### config.mk
export PLATFORM = sky130hd
export DESIGN_NAME = sfpde_page_ram
export DESIGN_NICKNAME = d
export VERILOG_FILES = /design/src/rtl/sfpde_pkg.sv /design/src/rtl/sfpde_page_ram.sv
export SDC_FILE = /design/constraint.sdc
export NUM_CORES = 2
export LEC_CHECK = 0
export BUFFER_PORTS_ARGS = -buffer_cell sky130_fd_sc_hd__buf_2
export CAP_MARGIN = 40
export CELL_PAD_IN_SITES_DETAIL_PLACEMENT = 0
export CELL_PAD_IN_SITES_GLOBAL_PLACEMENT = 2
export CORE_MARGIN = 2
export CORE_UTILIZATION = 51
export CTS_CLUSTER_SIZE = 16
export DETAILED_ROUTE_END_ITERATION = 10
export MAX_ROUTING_LAYER = met4
export PLACE_DENSITY_LB_ADDON = 0.25
export SKIP_CTS_REPAIR_TIMING = 1
export SYNTH_ARGS = -nofsm -noshare
export SYNTH_HDL_FRONTEND = slang
export SYNTH_SLANG_ARGS = --single-unit
### constraint.sdc
create_clock -name clk -period 2.69 [get_ports clk]
set_clock_uncertainty 0.05 [all_clocks]
set_input_delay 0.269 -clock clk [delete_from_list [all_inputs] [get_ports clk]]
set_output_delay 0.269 -clock clk [all_outputs]
set_load 0.05 [all_outputs]
### src/rtl/sfpde_pkg.sv
// Shared types, codes and constants of the SFP EEPROM emulation.
// Has no dependencies; every other file but the macro header refers to it by scoped names.
`timescale 1ns / 1ps

package sfpde_pkg;

	// Page geometry
	localparam int PAGE_BYTES = 256;
	localparam int PTR_W      = $clog2(PAGE_BYTES);
	localparam int LIVE_WORDS = 5;

	// Slave addresses
	localparam logic [6:0] ADDR_ID   = 7'h50;
	localparam logic [6:0] ADDR_DIAG = 7'h51;

	// Diagnostics page offsets that are driven by live values
	localparam logic [7:0] LIVE_FIRST   = 8'd96;
	localparam logic [7:0] LIVE_LAST    = 8'd105;
	localparam logic [7:0] READY_BYTE   = 8'd110;
	localparam logic [7:0] FLAGS_A      = 8'd112;
	localparam logic [7:0] FLAGS_B      = 8'd113;
	localparam logic [7:0] FLAGS_A_COPY = 8'd116;
	localparam logic [7:0] FLAGS_B_COPY = 8'd117;

	typedef enum logic [1:0] {
		OP_LOAD    = 2'd0,
		OP_SET_PTR = 2'd1,
		OP_READ    = 2'd2
	} opcode_t;

	typedef enum logic {
		STATUS_OK        = 1'b0,
		STATUS_NO_DEVICE = 1'b1
	} status_t;

	typedef logic [15:0] live_words_t [LIVE_WORDS];

	// Live-byte lookup result handed from the snapshot block to the top level
	typedef struct packed {
		logic       hit;
		logic [7:0] value;
	} live_rd_t;

	// True for diagnostics offsets whose contents come from live values.
	function automatic logic is_live_byte(input logic [7:0] off);
		return ((off >= LIVE_FIRST) && (off <= LIVE_LAST)) || (off == READY_BYTE) ||
			(off == FLAGS_A) || (off == FLAGS_B) ||
			(off == FLAGS_A_COPY) || (off == FLAGS_B_COPY);
	endfunction

endpackage

### src/rtl/sfpde_page_ram.sv
// One 256-byte page image: single write port, single registered read port.
// Depends on sfpde_pkg for the page depth.
`timescale 1ns / 1ps

module sfpde_page_ram (
	input  logic                       clk,
	input  logic                       we,
	input  logic [sfpde_pkg::PTR_W-1:0] waddr,
	input  logic [7:0]                 wdata,
	input  logic                       re,
	input  logic [sfpde_pkg::PTR_W-1:0] raddr,
	output logic [7:0]                 rdata
);

	logic [7:0] mem [sfpde_pkg::PAGE_BYTES];
	logic [7:0] rdata_q;

	// Contents are undefined until loaded, so there is no reset here.
	always_ff @(posedge clk) begin
		if (we) begin
			mem[waddr] <= wdata;
		end
		if (re) begin
			rdata_q <= mem[raddr];
		end
	end

	assign rdata = rdata_q;

endmodule

# == Word-level counts from Yosys, hierarchy flattened ==
# Memory sizes are Yosys's and may differ from the RTL's. A register that Yosys moved wholly into a read port is not among the register bits.
# Cells that the tools add are included.
# word_totals
wordCells,3
n_memories,1
ramBits,2048
out_inout_bits,8
regBits,0
input_bits,27
# op_classes
mux,2
# memory_table
memory,words,word_bits,read_ports,rd_clocked_by_memory_dff,write_ports,line_no,source
mem,256,8,1,1,1,sfpde_page_ram.sv:15,logic [7:0] mem [sfpde_pkg::PAGE_BYTES];
# ops
operator,count
1-bit two-way mux,2

# == Logic depth before layout (Yosys ltp) ==
# logic_depth
ltp_word,2
ltp_mapped,11
ltp_nobuf,6

# == Worst setup path before layout ==
# Ideal clock, no wire load.
# synth_timing
kind,input-to-reg
startpoint,in raddr[0] (netlist bit)
endpoint,"reg rdata_q[2], in the netlist rdata[2], read port of mem, data pin"
setup_time_ns,0.269
arrival_ns,2.076
setup_slack_ns,0.295
cell_stages,9
required_time_ns,2.371
n_path_buf,4
cell_sequence,buf_6 buf_12 buf_8 buf_2 mux4_2 a22oi_1 a21oi_1 nor4_1 nor4_2
# synth_lines
item,line_no,source
"start, declared",sfpde_page_ram.sv:11,"input logic [sfpde_pkg::PTR_W-1:0] raddr,"
"end, declared",sfpde_page_ram.sv:16,logic [7:0] rdata_q;

==> impl_metrics.env <==
export IMPL_wl_um=207000
export IMPL_critPathLaunchType="flop"
export IMPL_post_route_util=0.606
export IMPL_antenna_left=0
export IMPL_first_pass_iters=6
export IMPL_syn_nets=3760
export IMPL_synth_top_area_frac=0.775
export IMPL_drive_gt1_frac=0.332
export IMPL_cts_buffers=205
export IMPL_grt_pass1_wl_um=297000
export IMPL_cp_required_ps=3220
export IMPL_tightest_slew_ps=925
export IMPL_timing_rr_start="mem[158][6]"
export IMPL_yosysWarningCount=0
export IMPL_dieArea_um2=159000
export IMPL_period_needed_ps=2660
export IMPL_routed_via_count=41099
export IMPL_gp_congestion=0.880
export IMPL_port_buffers=34
export IMPL_cts_tree="yes"
export IMPL_finalCritPeriodShare=0.989
export IMPL_p_per_area_nw_per_um2=713
export IMPL_fin_nets=4519
export IMPL_r2r_setup_slack_ps=30
export IMPL_dp_hpwl_um=137000
export IMPL_cts_buffer_depth=3
export IMPL_die_w_um=399
export IMPL_cpPeakStageDelay_ps=530
export IMPL_arrival_ps=3200
export IMPL_path_cells="mux4_2, a22oi_1, a21oi_1, nor4_1, buf_2, buf_4, nor4_2"
export IMPL_reg2regPathDepth=7
export IMPL_layout_commonest_cell="edfxtp_1"
export IMPL_outcome="complete, no violations"
export IMPL_slew_headroom=0.383
export IMPL_num_fill_cells=11073
export IMPL_worstSetupEndpointType="flop"
export IMPL_hold_class="input pin to flop"
export IMPL_crit_path_top_delay_cell="nor4_1"
export IMPL_timing_fmax_ghz=0.376
export IMPL_grt_ovfl_total=0
export IMPL_grt_max_degree=111
export IMPL_crit_end="rdata[6]"
export IMPL_critical_path_class="flop to flop"
export IMPL_crit_start="mem[158][6]"
export IMPL_slew_viol_final=0
export IMPL_wl_per_cell_um=30.8
export IMPL_drc=0
export IMPL_core_um2=156000
export IMPL_synth_top_area_cell="edfxtp_1"
export IMPL_synth_area_leaders="edfxtp_1, mux4_2, mux2i_1, nor2_1, a22oi_1"
export IMPL_cts_root_buffer="clkbuf_16"
export IMPL_netlist_instances=3733
export IMPL_grt_pass1_vias=40988
export IMPL_fp_dieH_um=399
export IMPL_yosysUniqueCellTypes=54
export IMPL_worstSkewPairLatency_ps=840
export IMPL_ys_seq_area_frac=0.775
export IMPL_ioPinCount=35
export IMPL_max_cap_violations=0
export IMPL_routed_via_density=6.11
export IMPL_drtIter0Drc=4535
export IMPL_initial_core_util=0.512
export IMPL_finalSetupViolCount=0
export IMPL_grt_total_usage=0.273
export IMPL_area_growth_pct=18.4
export IMPL_async_reset_ff_frac=0
export IMPL_ys_flop_type="edfxtp_1"
export IMPL_row_count=145
export IMPL_irDropWorstVdd_mv=0.586
export IMPL_synthesis_area_um2=79600
export IMPL_power_mw=67.2
export IMPL_hold_viol_final=0
export IMPL_layout_common_cells="edfxtp_1, buf_4, mux4_2, nor2_1, clkbuf_16"
export IMPL_clock_sink_count=2056
export IMPL_ys_seq_elements=2056
export IMPL_rsz0062_at_grt="no"
export IMPL_synth_edff_count=2056
export IMPL_clk_pin_slew_ps=60
export IMPL_path_max_fanout=1
export IMPL_syn_area_per_cell_um2=21.3
export IMPL_htreeDepth=4
export IMPL_p_leak_nw=30.8
export IMPL_antenna_found_initial=8
export IMPL_r2r_end="rdata[6]"
==> flip-flops by register name, summed over array words and instances, names as in the netlist <==
register and count:
mem 2048, rdata 8
==> synthesized netlist by cell type, drive strengths merged, types with 2 or more instances <==
library cell     n
a221oi          14
a22o             8
a31oi            2
nand2b           8
nand3           34
nand2           33
nand4           10
mux2i          134
buf            122
and3b            2
clkbuf         111
nor2           282
a211oi          16
o221ai          47
a311oi           2
o22a             5
a21oi           96
o211ai          10
and2             6
a2111oi          5
a22oi          133
nor4            27
mux4           456
nand3b           2
o22ai           28
edfxtp        2056
o32ai            5
or2              4
nor3            22
o21ai           12
nor2b           31
==> where the power goes <==
group	switching, mW	internal [mW]
clock network	11.9	16.1
registers	0.0475	35.3
logic	2.32	1.55
==> cells by family after synthesis <==
group / after synthesis / share of synthesized area
and+or+nand+nor: 466 / 0.0263
buffers and inverters: 235 / 0.0183
muxes: 591 / 0.146
DFF: 2056 / 0.775
AOI/OAI and AO/OA: 385 / 0.0342
==> layout make-up <==
cell class / instances / area [um^2] / share of cell area
Clock inverter: 124 / 1160 / 0.0123
Inverter: 2 / 7.51 / 0.0000796
Antenna cell: 5 / 12.5 / 0.000133
Timing Repair Buffer: 785 / 6840 / 0.0726
Tap cell: 2058 / 2570 / 0.0273
Multi-Input combinational cell: 1442 / 16500 / 0.175
Clock buffer: 252 / 5430 / 0.0576
Sequential cell: 2056 / 61700 / 0.655
==> critical path, delay by kind of cell, from the launching register on <==
family,cells,cell delay (ps)
buf+inv,2,410
simple gates,2,570
compound gates,2,500
mux,1,500
flops,1,370
==> how the worst min path moves through the flow <==
stage	startpoint	endpoint	slack, ps	cells after the start
5_1_grt	waddr[4]	mem[55][1]	90	3
4_1_cts	re	rdata[6]	-180	1
3_5_place_dp	re	rdata[6]	720	1
6_report	waddr[4]	mem[54][0]	110	3
3_3_place_gp	wdata[1]	mem[31][1]	720	1
2_1_floorplan	wdata[0]	mem[0][0]	320	0
==> metal layers <==
metal  share of wire  vias to the layer above  global-route usage
met5               0                        -                   -
met4           0.021                        0              0.0620
met3           0.076                      260              0.0489
met2            0.49                     1659               0.420
met1            0.42                    21899               0.386
li1                -                    17281                   -
==> metrics by stage <==
stage	instances	TNS [ps]	hold WS (ps)	cell area, um^2	worst slack, ps
6_report	6724	0	114	94300	29.2
5_1_grt	6724	0	93.3	94300	11.9
4_1_cts	6710	-315	-183	94200	-154
3_5_place_dp	6334	-5360	717	87600	-786
3_3_place_gp	6328	-7020	719	87500	-1070
2_1_floorplan	3733	0	318	79600	295
Power figures use the tool's default switching activity.
