<file path="src/rtl/sfpde_pkg.sv">
// Shared types, codes and constants of the SFP EEPROM emulation.
// Has no dependencies; every other file but the macro header refers to it by scoped names.
`timescale 1ns / 1ps

package sfpde_pkg;

	// Page geometry
	localparam int PAGE_BYTES = 256;
	localparam int PTR_W      = $clog2(PAGE_BYTES);
	localparam int LIVE_WORDS = 5;

	// Slave addresses
	localparam logic [6:0] ADDR_ID   = 7'h50;
	localparam logic [6:0] ADDR_DIAG = 7'h51;

	// Diagnostics page offsets that are driven by live values
	localparam logic [7:0] LIVE_FIRST   = 8'd96;
	localparam logic [7:0] LIVE_LAST    = 8'd105;
	localparam logic [7:0] READY_BYTE   = 8'd110;
	localparam logic [7:0] FLAGS_A      = 8'd112;
	localparam logic [7:0] FLAGS_B      = 8'd113;
	localparam logic [7:0] FLAGS_A_COPY = 8'd116;
	localparam logic [7:0] FLAGS_B_COPY = 8'd117;

	typedef enum logic [1:0] {
		OP_LOAD    = 2'd0,
		OP_SET_PTR = 2'd1,
		OP_READ    = 2'd2
	} opcode_t;

	typedef enum logic {
		STATUS_OK        = 1'b0,
		STATUS_NO_DEVICE = 1'b1
	} status_t;

	typedef logic [15:0] live_words_t [LIVE_WORDS];

	// Live-byte lookup result handed from the snapshot block to the top level
	typedef struct packed {
		logic       hit;
		logic [7:0] value;
	} live_rd_t;

	// True for diagnostics offsets whose contents come from live values.
	function automatic logic is_live_byte(input logic [7:0] off);
		return ((off >= LIVE_FIRST) && (off <= LIVE_LAST)) || (off == READY_BYTE) ||
			(off == FLAGS_A) || (off == FLAGS_B) ||
			(off == FLAGS_A_COPY) || (off == FLAGS_B_COPY);
	endfunction

endpackage

</file>
<file path="src/rtl/sfpde_live_snap.sv">
// Snapshot of the live diagnostic words and alarm flags, and the byte view
// of them at the diagnostics pointer. Depends on sfpde_pkg.
`timescale 1ns / 1ps

module sfpde_live_snap (
	input  logic                    clk,
	input  logic                    arst_n,
	input  logic                    capture,
	input  sfpde_pkg::live_words_t  words,
	input  logic [9:0]              flags,
	input  logic [7:0]              offset,
	output sfpde_pkg::live_rd_t     live_rd
);

	sfpde_pkg::live_words_t words_q;
	logic [9:0]             flags_q;
	sfpde_pkg::live_words_t words_cur;
	logic [9:0]             flags_cur;
	logic [7:0]             rel;
	logic [2:0]             word_idx;
	logic [15:0]            word_sel;

	// Capture on the first diagnostics read of a message.
	always_ff @(posedge clk or negedge arst_n) begin
		if (!arst_n) begin
			for (int i = 0; i < sfpde_pkg::LIVE_WORDS; i++) begin
				words_q[i] <= '0;
			end
			flags_q <= '0;
		end else if (capture) begin
			words_q <= words;
			flags_q <= flags;
		end
	end

	// The read that captures sees the freshly captured values.
	always_comb begin
		words_cur = capture ? words : words_q;
		flags_cur = capture ? flags : flags_q;
	end

	// Select the word, then the big-endian byte within it.
	assign rel      = offset - sfpde_pkg::LIVE_FIRST;
	assign word_idx = rel[3:1];

	always_comb begin
		case (word_idx)
			3'd0:    word_sel = words_cur[0];
			3'd1:    word_sel = words_cur[1];
			3'd2:    word_sel = words_cur[2];
			3'd3:    word_sel = words_cur[3];
			3'd4:    word_sel = words_cur[4];
			default: word_sel = '0;
		endcase
	end

	// Byte value for any live offset; the data-ready byte always reads zero.
	always_comb begin
		live_rd.hit = sfpde_pkg::is_live_byte(offset);
		if ((offset >= sfpde_pkg::LIVE_FIRST) && (offset <= sfpde_pkg::LIVE_LAST)) begin
			live_rd.value = rel[0] ? word_sel[7:0] : word_sel[15:8];
		end else if ((offset == sfpde_pkg::FLAGS_A) || (offset == sfpde_pkg::FLAGS_A_COPY)) begin
			live_rd.value = flags_cur[9:2];
		end else if ((offset == sfpde_pkg::FLAGS_B) || (offset == sfpde_pkg::FLAGS_B_COPY)) begin
			live_rd.value = {flags_cur[1:0], 6'b0};
		end else begin
			live_rd.value = '0;
		end
	end

endmodule

</file>
<file path="config.mk">
export PLATFORM = sky130hd
export DESIGN_NAME = sfpde_live_snap
export DESIGN_NICKNAME = d
export VERILOG_FILES = /design/src/rtl/sfpde_pkg.sv /design/src/rtl/sfpde_live_snap.sv
export SDC_FILE = /design/constraint.sdc
export NUM_CORES = 1
export LEC_CHECK = 0
export BUFFER_PORTS_ARGS = -buffer_cell sky130_fd_sc_hd__buf_2
export CELL_PAD_IN_SITES_DETAIL_PLACEMENT = 0
export CELL_PAD_IN_SITES_GLOBAL_PLACEMENT = 1
export CORE_ASPECT_RATIO = 2
export CORE_MARGIN = 5
export CORE_UTILIZATION = 45
export CTS_CLUSTER_SIZE = 10
export DETAILED_ROUTE_END_ITERATION = 8
export GPL_TIMING_DRIVEN = 0
export PLACE_DENSITY = 0.87
export REMOVE_ABC_BUFFERS = 1
export SYNTH_ARGS = -nofsm -noshare
export SYNTH_HDL_FRONTEND = slang
export SYNTH_SLANG_ARGS = --single-unit
</file>
<file path="constraint.sdc">
create_clock -name clk -period 4.53 [get_ports clk]
set_clock_uncertainty 0.1 [all_clocks]
set_input_delay 0.453 -clock clk [delete_from_list [all_inputs] [get_ports clk]]
set_output_delay 0.453 -clock clk [all_outputs]
set_load 0.05 [all_outputs]
</file>
Word level (Yosys, flattened, before mapping)

Index checks and enable logic that the tools add are counted.

Input bits: 101
Word-level logic and storage cells: 34
Output and inout bits: 9
Flip-flop bits (word level): 90

Magnitude comparators: 2
Reductions and logical operators: 9
Multiplexer cells: 7
Equality and inequality tests: 9
$add $sub $neg: 1

Operator list:

| kind                | number |
|---|---|
| $mux 80             | 1 |
| $pmux 16 s5         | 1 |
| $eq 8x7->1 const B  | 5 |
| $mux 8              | 4 |
| $mux 10             | 1 |
| $ge 8x7->1 const B  | 1 |
| $le 8x7->1 const B  | 1 |
| $logic_or 1x1->1    | 7 |
| $eq 3x2->1 const B  | 2 |
| $sub 4x1->4 const B | 1 |
| $eq 3x1->1 const B  | 1 |
| $eq 3x3->1 const B  | 1 |
| $logic_not 3->1     | 1 |
| $logic_and 1x1->1   | 1 |

Logic depth before layout (Yosys ltp)

Word-level depth: 7
Depth in mapped cells: 7
Mapped depth without buffers: 4

Worst setup path before layout

No wires, ideal clock.

Path kind: input -> output
Start point: input port offset[2]
End point: output port live_rd[7] (netlist bit)
Arrival: 2.571 ns
Stages: 5
Path buffers: 1
Required time: 3.977 ns
Setup slack: 1.406 ns
Cell sequence: buf_2 > nor3b_2 > a22oi_1 > and4_1 > o32ai_1

RTL lines:

| what        | RTL line              | source |
|---|---|---|
| from (decl) | sfpde_live_snap.sv:11 | `input logic [7:0] offset,` |
| to (decl)   | sfpde_live_snap.sv:12 | `output sfpde_pkg::live_rd_t live_rd` |

==> key figures <==
Worst setup path
  – Critical path cell sequence: buf_2, nor3_4, a22oi_1, and4_1, o32ai_1, buf_2
  – Crit. End Element: primary output
  – Worst r2r dst: words_q[57]$_DFF_PN0_
  – CP bufs+invs: 2
  – Worst setup startpoint: offset[1]
  – Worst Path Arrival: 2.52 ns
  – Worst R2R Path Depth: 1
  – RR Startpoint: words_q[57]$_DFF_PN0_
  – Largest delay contributor family on the critical path: simple AND/OR/NAND/NOR gates
  – Worst path slowest cell: nor3_4
  – Top fanout value on the critical path: 16
  – Worst R2R Setup Slack: 3.65 ns
  – Startpoint types: input port
  – Cell mode on critical path: buf_2
  – Critical path type: input port to primary output
  – Critical path required time: 3.98 ns
  – CP peak stage delay: 0.78 ns

Die
  – Io pins: 110
  – Die outline width: 78.4 µm
  – Row cnt: 50
  – Die Area: 11500 µm²
  – Die height: 147 µm
  – CORE AREA: 9260 µm²
  – Initial core utilization: 45.5%

Timing
  – Final setup fails: 0
  – Fmax: 325 MHz
  – Worst slew pin tran: 1.23 ns
  – Final min period: 3.07 ns
  – Final period util: 67.8%
  – Final hold violations: 0
  – Max_slew headroom: 17.5%
  – Final slew viol count: 0
  – RSZ-0062 raised after global routing: no
  – Setup_tns: 0 ns

Finish
  – Diode count: 0
  – Layout cells sized above 1: 52.4%
  – Fillers: 819
  – P&R area growth vs syn: 23.1%
  – Area taken by multi-input logic gates: 1810 µm²
  – Fin nets: 514
  – FF/Latch Area: 2250 µm²

GRT
  – Pin count of the biggest net entering global routing: 70
  – First-pass GRT wire length: 16000 µm
  – Grt ovf: 0
  – Initial antenna violation count: 0
  – Vias in the first global route: 3239
  – GRT Util Overall: 18.3%

Clocking
  – Skew-Pair Late Insertion Delay: 0.33 ns
  – CTS buffer count: 9
  – H-tree depth: 3
  – Clock Path Buffers: 2
  – CTS tree: built
  – Clock slew at the register clock pins of the worst setup and hold paths: 0.06 ns
  – Post-CTS Repair Setup Buffers: 0
  – Clock root buffer: clkbuf_16
  – Clk sinks: 90

Drt
  – Via density: 5.54
  – Mean routed wirelength per cell: 19.7 µm
  – Drt first pass iters: 4
  – WL final: 10300 µm
  – Post-route ant nets: 0
  – Via Count: 2892
  – DRC: 0
  – Starting DRT DRC Count: 163

Status
  – Outcome: complete, no violations

Synth
  – Netlist Area Pre-Place: 4220 µm²
  – Synth top area share: 53.4%
  – EDFF count, synth: 0
  – Count leader, synth: dfrtp_1
  – Most area-hungry cell type in the Yosys netlist: dfrtp_1
  – Predominant post-synthesis flop cell: dfrtp_1
  – Seq/Total Area, Yosys: 53.4%
  – Post-synthesis cell type count: 30
  – Avg Cell Area, Syn: 13.7 µm²
  – YS warnings: 0
  – Yosys reg bits: 90
  – Top cells by count, synth: 90 x dfrtp_1, 63 x mux2_2, 22 x mux2_4
  – Fraction of registers with async set/reset: 100%
  – Top cells by area, synth: dfrtp_1 53%, mux2_2 17%, mux2_4 7.8%, a22oi_1 3.0%, nand2b_1 2.5%
  – Post-Syn Instances: 308

Flow run
  – Max_cap viols: 0

Power and ir drop
  – Design Power: 2020 µW
  – Cell Pwr Density: 389 nW/µm²
  – Peak VDD IR: 0.229 mV
  – Static Leak: 0.00234 µW

Placement
  – IO buf count: 109
  – DP HPWL: 7260 µm
  – GPL Wtd Cong: 0.754

Worst hold path
  – Hold WC Path Type: input port to flop
  – Hold depth: 2
  – WHS Endpoint: words_q[31]$_DFF_PN0_
  – Startpoint of the lowest-slack hold path: words[31]
[layer usage]
layer	GRT usage, %	vias up	share of wire, %
li1	-	1338	-
met1	21.2	1449	39
met2	31.9	85	54
met3	3.25	20	4.5
met4	9.54	0	3.1
met5	0	-	0
[cells in the final DEF, fill, tap and decap left out, types with 2 or more instances in the layout]
| cell | Yosys | routed |
|---|---|---|
| buf_4 | 3 | 2 |
| o32ai_1 | 2 | 2 |
| clkbuf_1 | 2 | 2 |
| nand2_1 | 12 | 12 |
| nand2b_1 | 17 | 17 |
| mux2_4 | 22 | 22 |
| a22oi_1 | 17 | 17 |
| nor2_1 | 4 | 4 |
| nor3_1 | 2 | 2 |
| clkbuf_16 | 0 | 9 |
| a32o_1 | 5 | 5 |
| buf_8 | 2 | 2 |
| mux2_1 | 4 | 4 |
| nor3b_2 | 3 | 2 |
| nand3b_1 | 3 | 3 |
| buf_16 | 0 | 2 |
| a21oi_1 | 14 | 14 |
| bufinv_16 | 0 | 3 |
| dfrtp_1 | 90 | 90 |
| mux2i_1 | 2 | 2 |
| inv_1 | 3 | 3 |
| nand4_1 | 12 | 12 |
| mux2_2 | 63 | 63 |
| buf_2 | 10 | 107 |
| a22oi_2 | 3 | 3 |
| and4_1 | 4 | 4 |
[cell type report]
cell class | count | area share, %
Clock inverter | 5 | 1.98
Multi-Input combinational cell | 195 | 35.0
Clock buffer | 11 | 4.49
Inverter | 3 | 0.217
Tap cell | 104 | 2.51
Timing Repair Buffer | 114 | 12.4
Sequential cell | 90 | 43.4
[report_power, final]
| group | total, µW | internal [µW] | leakage [µW] | switching, µW |
|---|---|---|---|---|
| Combinational | 276 | 144 | 0.00113 | 132 |
| Sequential | 904 | 883 | 0.00105 | 20.6 |
| Clock | 840 | 539 | 0.000160 | 301 |
| Total | 2020 | 1570 | 0.00234 | 454 |
[state kept, by name, summed over array words and instances (netlist names)]
register	flops
flags_q	10
words_q	80
[repair_timing]
action                                 CTS  global route
endpoints found under the hold margin   21             0
hold buffers                             1             0
gates resized for setup                  0             0
[worst max-delay path by stage]
stage	cells past startpoint	end
global placement	6	live_rd[0]
global route	7	live_rd[3]
finish	6	live_rd[0]
floorplan	4	live_rd[7]
CTS	6	live_rd[7]
detailed placement	6	live_rd[7]
[cell families after synthesis]
group / after synthesis / share of synthesized area [%]
buf+inv: 23 / 3.68
flops: 90 / 53.4
compound gates: 44 / 7.69
simple gates: 60 / 8.99
mux: 91 / 26.2
[per-stage QoR]
step	setup WS (ns)	util [%]	cells	hold slack (ns)	cell area, µm²
floorplan	1.30	-	288	0.0574	4070
global placement	0.504	51.3	501	0.366	4750
detailed placement	1.04	52.1	504	0.273	4820
CTS	1.05	55.8	521	0.242	5170
global route	1.34	56.0	522	0.252	5190
finish	1.46	56.0	522	0.262	5190
Power figures use the tool's default switching activity.
